<file path="config.mk">
export PLATFORM = sky130hd
export DESIGN_NAME = iale_ctrl
export DESIGN_NICKNAME = d
export VERILOG_FILES = /design/src/rtl/core/iale_pkg.sv /design/src/rtl/core/iale_ctrl.sv
export SDC_FILE = /design/constraint.sdc
export NUM_CORES = 1
export LEC_CHECK = 0
export ABC_AREA = 1
export BUFFER_PORTS_ARGS = -buffer_cell sky130_fd_sc_hd__buf_2
export CAP_MARGIN = 10
export CORE_AREA = 2 2 39 41
export DETAILED_ROUTE_END_ITERATION = 8
export DIE_AREA = 0 0 41 43
export HOLD_SLACK_MARGIN = 0.05
export PLACE_DENSITY = 0.72
export SKIP_LAST_GASP = 1
export SLEW_MARGIN = 10
export SYNTH_ARGS = -nofsm -noshare
export SYNTH_HDL_FRONTEND = slang
export SYNTH_SLANG_ARGS = --single-unit
</file>
<file path="constraint.sdc">
create_clock -name clk -period 2 [get_ports clk]
set_clock_uncertainty 0.05 [all_clocks]
set_input_delay 0.4 -clock clk [delete_from_list [all_inputs] [get_ports clk]]
set_output_delay 0.4 -clock clk [all_outputs]
set_load 0.1 [all_outputs]
</file>
<file path="src/rtl/core/iale_pkg.sv">
package iale_pkg;

  localparam int DEPTH  = 1024;
  localparam int ADDR_W = $clog2(DEPTH);
  localparam int IDX_W  = 16;
  localparam int CNT_W  = 11;
  localparam int WORD_W = 32;

  localparam logic [WORD_W-1:0] FILL_WORD = {WORD_W{1'b1}};

  localparam logic [1:0] OP_PUT    = 2'd0;
  localparam logic [1:0] OP_GET    = 2'd1;
  localparam logic [1:0] OP_REMOVE = 2'd2;

  localparam logic [1:0] ST_OK    = 2'd0;
  localparam logic [1:0] ST_RANGE = 2'd1;
  localparam logic [1:0] ST_CAP   = 2'd2;

  // RAM write selection
  localparam logic [2:0] WR_NONE     = 3'd0;
  localparam logic [2:0] WR_VAL_IDX  = 3'd1;
  localparam logic [2:0] WR_FILL_IDX = 3'd2;
  localparam logic [2:0] WR_FILL_PTR = 3'd3;
  localparam logic [2:0] WR_MOVE_PTR = 3'd4;

  // RAM read address selection
  localparam logic [1:0] RA_IDX  = 2'd0;
  localparam logic [1:0] RA_IDX1 = 2'd1;
  localparam logic [1:0] RA_PTR2 = 2'd2;

  typedef struct packed {
    logic       ld_in;
    logic [2:0] wr_sel;
    logic [1:0] ra_sel;
    logic       ptr_ld_cnt;
    logic       ptr_ld_idx;
    logic       ptr_inc;
    logic       cnt_set_idx;
    logic       cnt_dec;
    logic       cap_rd;
    logic       st_ld;
    logic [1:0] st_code;
    logic       emit;
  } cmd_t;

  typedef struct packed {
    logic [1:0] op;
    logic       idx_lt_cnt;
    logic       idx_ge_depth;
    logic       cnt_one;
    logic       idx_last;
    logic       fill_last;
    logic       move_last;
    logic       out_free;
  } sts_t;

endpackage

</file>
<file path="src/rtl/core/iale_ctrl.sv">
module iale_ctrl (
  input  logic          clk,
  input  logic          rst_n,
  input  logic          in_valid,
  output logic          in_stall,
  input  iale_pkg::sts_t sts,
  output iale_pkg::cmd_t cmd
);
  import iale_pkg::*;

  localparam logic [2:0] S_IDLE = 3'd0;
  localparam logic [2:0] S_DEC  = 3'd1;
  localparam logic [2:0] S_FILL = 3'd2;
  localparam logic [2:0] S_GETW = 3'd3;
  localparam logic [2:0] S_MOVE = 3'd4;
  localparam logic [2:0] S_DONE = 3'd5;

  logic [2:0] state_r, state_nxt;

  always_ff @(posedge clk) begin
    if (!rst_n) begin
      state_r <= S_IDLE;
    end else begin
      state_r <= state_nxt;
    end
  end

  assign in_stall = (state_r != S_IDLE);

  always_comb begin
    cmd       = '0;
    state_nxt = state_r;
    case (state_r)
      S_IDLE: begin
        if (in_valid) begin
          cmd.ld_in = 1'b1;
          state_nxt = S_DEC;
        end
      end
      S_DEC: begin
        state_nxt = S_DONE;
        case (sts.op)
          OP_PUT: begin
            if (sts.idx_lt_cnt) begin
              cmd.wr_sel = WR_VAL_IDX;
            end else if (sts.idx_ge_depth) begin
              cmd.st_ld   = 1'b1;
              cmd.st_code = ST_CAP;
            end else begin
              cmd.ptr_ld_cnt = 1'b1;
              state_nxt      = S_FILL;
            end
          end
          OP_GET: begin
            if (sts.idx_lt_cnt) begin
              cmd.ra_sel = RA_IDX;
              state_nxt  = S_GETW;
            end else begin
              cmd.st_ld   = 1'b1;
              cmd.st_code = ST_RANGE;
            end
          end
          OP_REMOVE: begin
            if (!sts.idx_lt_cnt) begin
              cmd.st_ld   = 1'b1;
              cmd.st_code = ST_RANGE;
            end else if (sts.cnt_one) begin
              cmd.wr_sel = WR_FILL_IDX;
            end else if (sts.idx_last) begin
              cmd.cnt_dec = 1'b1;
            end else begin
              // prime the read of the entry above the hole
              cmd.ra_sel     = RA_IDX1;
              cmd.ptr_ld_idx = 1'b1;
              state_nxt      = S_MOVE;
            end
          end
          default: begin
            cmd.st_ld   = 1'b1;
            cmd.st_code = ST_RANGE;
          end
        endcase
      end
      S_FILL: begin
        if (sts.fill_last) begin
          cmd.wr_sel      = WR_VAL_IDX;
          cmd.cnt_set_idx = 1'b1;
          state_nxt       = S_DONE;
        end else begin
          cmd.wr_sel  = WR_FILL_PTR;
          cmd.ptr_inc = 1'b1;
        end
      end
      S_GETW: begin
        cmd.cap_rd = 1'b1;
        state_nxt  = S_DONE;
      end
      S_MOVE: begin
        // write the word read last cycle, fetch the next one
        cmd.wr_sel  = WR_MOVE_PTR;
        cmd.ra_sel  = RA_PTR2;
        cmd.ptr_inc = 1'b1;
        if (sts.move_last) begin
          cmd.cnt_dec = 1'b1;
          state_nxt   = S_DONE;
        end
      end
      S_DONE: begin
        if (sts.out_free) begin
          cmd.emit  = 1'b1;
          state_nxt = S_IDLE;
        end
      end
      default: begin
        state_nxt = S_IDLE;
      end
    endcase
  end

endmodule

</file>
# Word-level counts from Yosys, hierarchy flattened
# Index checks and enable logic that the tools add are counted.
# Widths: inputs -> output; s select.
# word_totals
register_bits	3
latchBits	0
mem_bits_rw	0
rom_bits	0
inputBits	12
elab_cells	67
n_memories	0
# op_classes
n_addsub	0
mul	0
div_mod_pow	0
magnitude_cmp	0
n_eq_ne	11
shifts	0
n_mux	50
n_bitwise	0
n_reduce_logical	5
# op_table
cell	n
$mux 3	13
$mux 1	24
$pmux 3 s3	2
$pmux 3 s6	1
$mux 2	4
$ne 2x2->1 const B	4
$pmux 2 s2	2
$eq 3x2->1 const B	2
$eq 3x3->1 const B	2
$pmux 3 s2	1
$mux 4	1
$pmux 1 s2	2
$reduce_and 4->1	1
$eq 3x1->1 const B	1
$logic_not 3->1	1
$reduce_bool 3->1	1
$eq 2x1->1 const B	1
$eq 2x2->1 const B	1
$logic_not 2->1	1
$reduce_or 2->1	1

# Depth between registers and ports, before layout
# logic_depth
ltp_word	5
depth_mapped	8

# Worst setup path before layout
# OpenSTA, ideal clock, no wires.
# synth_path
path_kind	register to output
startpoint	register state_r[0]
endpoint	output cmd[5] (netlist bit)
arrival_time_ns	2.992
required_time_ns	1.550
path_slack_ns	-1.442
path_stages_with_launch	6
path_buffers	0
path_cell_list	dfxtp_1 -> nor2_2 -> inv_2 -> nor2_2 -> inv_1 -> o22ai_1
# synth_lines
element	line	rtl
start, declared	iale_ctrl.sv:18	logic [2:0] state_r, state_nxt;
start signal, assigned	iale_ctrl.sv:24	state_r <= state_nxt;
end, declared	iale_ctrl.sv:7	output iale_pkg::cmd_t cmd

==> flow_metrics.py <==
metrics = {
    "clock_tree": {
        "cts_sinks": 3,
        "cts_tree": "built",
        "cts_hold_buffers": 0,
        "htreeDepth": 1,
        "clockBufferDepth": 2,
        "cts_root_buf": "clkbuf_4",
        "numCtsBuffers": 3,
        "clk_pin_slew_ps": 40,
        "clk_latency_ps": 240,
    },
    "timing": {
        "slew_headroom_pct": 68.0,
        "worst_slew_pin_slew_ps": 484,
        "fin_tns_setup_ps": 0,
        "hold_viol_final": 0,
        "final_max_slew_viol_count": 0,
        "fin_crit_ps": 1960,
        "rsz0062_at_grt": "true",
        "fmax_ghz": 0.510,
        "period_share_pct": 98.0,
        "setup_viol": 0,
        "worst_slack_ps": 40.0,
    },
    "power_and_ir_drop": {
        "p_clk_share_pct": 14.3,
        "switching_power_uw": 431,
        "power.density_nw_per_um2": 703,
        "p_int_uw": 324,
        "p_comb_share_pct": 74.1,
        "switching_share_pct": 57.1,
        "max-vdd-ir-drop_mv": 0.415,
        "power_frac_seq_pct": 11.6,
        "total_leakage_power_nw": 0.472,
    },
    "min_path": {
        "min_from": "rst_n",
        "min_path_cells": 3,
        "hold_path.class": "in2reg",
    },
    "setup_path": {
        "crit_end": "cmd[13]",
        "reg2reg_slack_ps": 700,
        "arrival_ps": 1510,
        "cp-end-kind": "primary output",
        "cp-startpoint": "state_r[1]",
        "worst_path_max_delay_cell": "dfxtp_2",
        "worstPathRequired_ps": 1550,
        "crit_type": "reg2out",
        "reg2regPathDepth": 8,
        "rr_startpoint": "state_r[1]",
        "timing.rr.end": "state_r[1]",
        "cp_max_fo": 4,
        "cp_cell_sequence": "inv_4 > nand2_4 > nor2_4 > inv_6 > nor2_4 > inv_4 > o31ai_4 > buf_12",
        "worstSetupStartpointType": "register",
        "slowest_delay_ps": 330,
    },
    "synthesis": {
        "syn_inst": 89,
        "synth-simple-area-share_pct": 47.8,
        "synth_top_family_by_area": "simple AND/OR/NAND/NOR gates",
        "synth_edf_count": 0,
        "yosys.area.top_type": "nor2_1",
        "yosys.area.top_type_share_pct": 12.2,
        "synth_xor_area_share_pct": 0,
        "muxShareOfSynthArea_pct": 0,
        "netlist_area_um2": 523,
        "ys_top_cells_by_count": "nor2_1, nand2_1, inv_1",
        "yosysWarnings": 0,
        "synthArstFlopShare_pct": 0,
        "yosys_register_bits": 3,
        "synthAdderAreaFrac_pct": 9.57,
        "yosysMostFrequentCell": "nor2_1",
        "ys_seq_area_share_pct": 11.5,
        "synthTopCellsByArea": "nor2_1, dfxtp_1, nand2_1, ha_1, inv_1",
        "synth_nets": 105,
        "synth.distinct_cells": 19,
        "synth_compound_area_share_pct": 13.9,
        "avgSynthCellArea_um2": 5.88,
        "synth-main-ff-cell": "dfxtp_1",
    },
    "die": {
        "dieHeight_um": 43,
        "core_area_um2": 1380,
        "rows": 14,
        "initial_core_util_pct": 37.8,
        "dieWidth_um": 41,
        "dieArea_um2": 1760,
        "io_pins": 29,
    },
    "finish": {
        "drive_gt1_share_pct": 57.4,
        "largest_register_ffs": 3,
        "largestRegisters": "state_r (3)",
        "fin_area_um2": 1070,
        "regMostFlops": "state_r",
        "final_core_util_pct": 77.7,
        "antenna_cells": 0,
        "area_growth_pct": 106,
        "nets": 139,
        "final_cells": 138,
    },
    "routing": {
        "drt-initial-drc-count": 11,
        "via_count": 684,
        "drcViolationCount": 0,
        "wl_met3_um": 77,
        "wl_met1_um": 585,
        "dr_wl_met2_um": 891,
        "ant_nets": 0,
        "top_layer": "met4",
        "routedWlPerCell_um": 11.7,
        "drt-pass1-iter-count": 4,
        "via_per_inst": 4.96,
        "wirelength_mm": 1.61,
    },
    "place": {
        "dpl.hpwl_mm": 1.36,
        "routabilityCongestion": 0.708,
        "io_buffers": 28,
        "dp_cells": 132,
        "place_area_um2": 1030,
        "place_ws_ps": 40.1,
    },
    "grt": {
        "gr-usage-all-layers_pct": 22.7,
        "globalRouteOverflowTotal": 0,
        "grt_max_degree": 9,
        "grt_antenna_before_repair": 0,
        "grt_pass1_wl_mm": 2.75,
        "first_global_vias": 682,
    },
    "job": {
        "max_cap_violations": 0,
    },
    "outcome": {
        "status": "finished, final reports clean",
    },
}
logic make-up (layout without fill, tap and decap cells):
logic type / Yosys count / count (layout)
and+or+nand+nor: 50 / 50
buffers and inverters: 21 / 54
AOI/OAI and AO/OA: 11 / 11
adders and majority gates: 4 / 4
DFF: 3 / 3
stage by stage:
| step | hold slack (ps) | total power, mW |
|---|---|---|
| after floorplan | 494 | 0.482 |
| after CTS | 368 | 0.757 |
| after detailed placement | 543 | 0.634 |
| after global placement | 531 | 0.627 |
| after global routing | 396 | 0.793 |
| final | 379 | 0.755 |
metal layers:
metal  GRT usage (%)  up-vias
met3            3.66       10
li1                -      341
met5               0        -
met1            23.1      302
met4            11.3        0
met2            40.6       31
worst max-delay path, delay by kind of cell, from the launching register on:
kind | cells | cell delay, ps
compound gates | 1 | 210
simple gates | 3 | 310
flops | 1 | 330
buf+inv | 4 | 420
cell type report:
| cell class | count | area (um2) |
|---|---|---|
| clock buffer | 4 | 26.3 |
| fill | 95 | 309 |
| inverter | 19 | 81.3 |
| multi-input combinational | 65 | 495 |
| sequential | 3 | 63.8 |
| tap | 16 | 20.0 |
| timing repair buffer | 31 | 388 |
cells in the final DEF, fill, tap and decap left out, drive strengths merged:
cell	count
nor3	3
buf	31
clkbuf	4
nand3	7
nor2	23
inv	19
o22ai	1
ha	4
a21oi	4
dfxtp	3
o21ai	5
nand2	16
o31ai	1
nand4	1
what timing repair did:
action	CTS	global route
gates resized for setup	0	2
pin swaps	2	0
setup buffers	2	0
setup endpoints to repair	1	4
how the worst min path moves through the flow:
| stage | endpoint | slack, ps |
|---|---|---|
| 4_1_cts | state_r[0] | 370 |
| 5_1_grt | state_r[2] | 400 |
| 6_report | state_r[2] | 380 |
| 2_1_floorplan | state_r[0] | 490 |
| 3_3_place_gp | state_r[0] | 530 |
| 3_5_place_dp | state_r[0] | 540 |
power by group through the flow:
stage | registers [mW] | logic (mW) | clock network (mW)
finish | 0.0876 | 0.560 | 0.108
global route | 0.0892 | 0.587 | 0.117
CTS | 0.0869 | 0.561 | 0.109
detailed placement | 0.0879 | 0.547 | 0
global placement | 0.0877 | 0.539 | 0
floorplan | 0.0780 | 0.404 | 0
(Power assumes the default switching activity.)
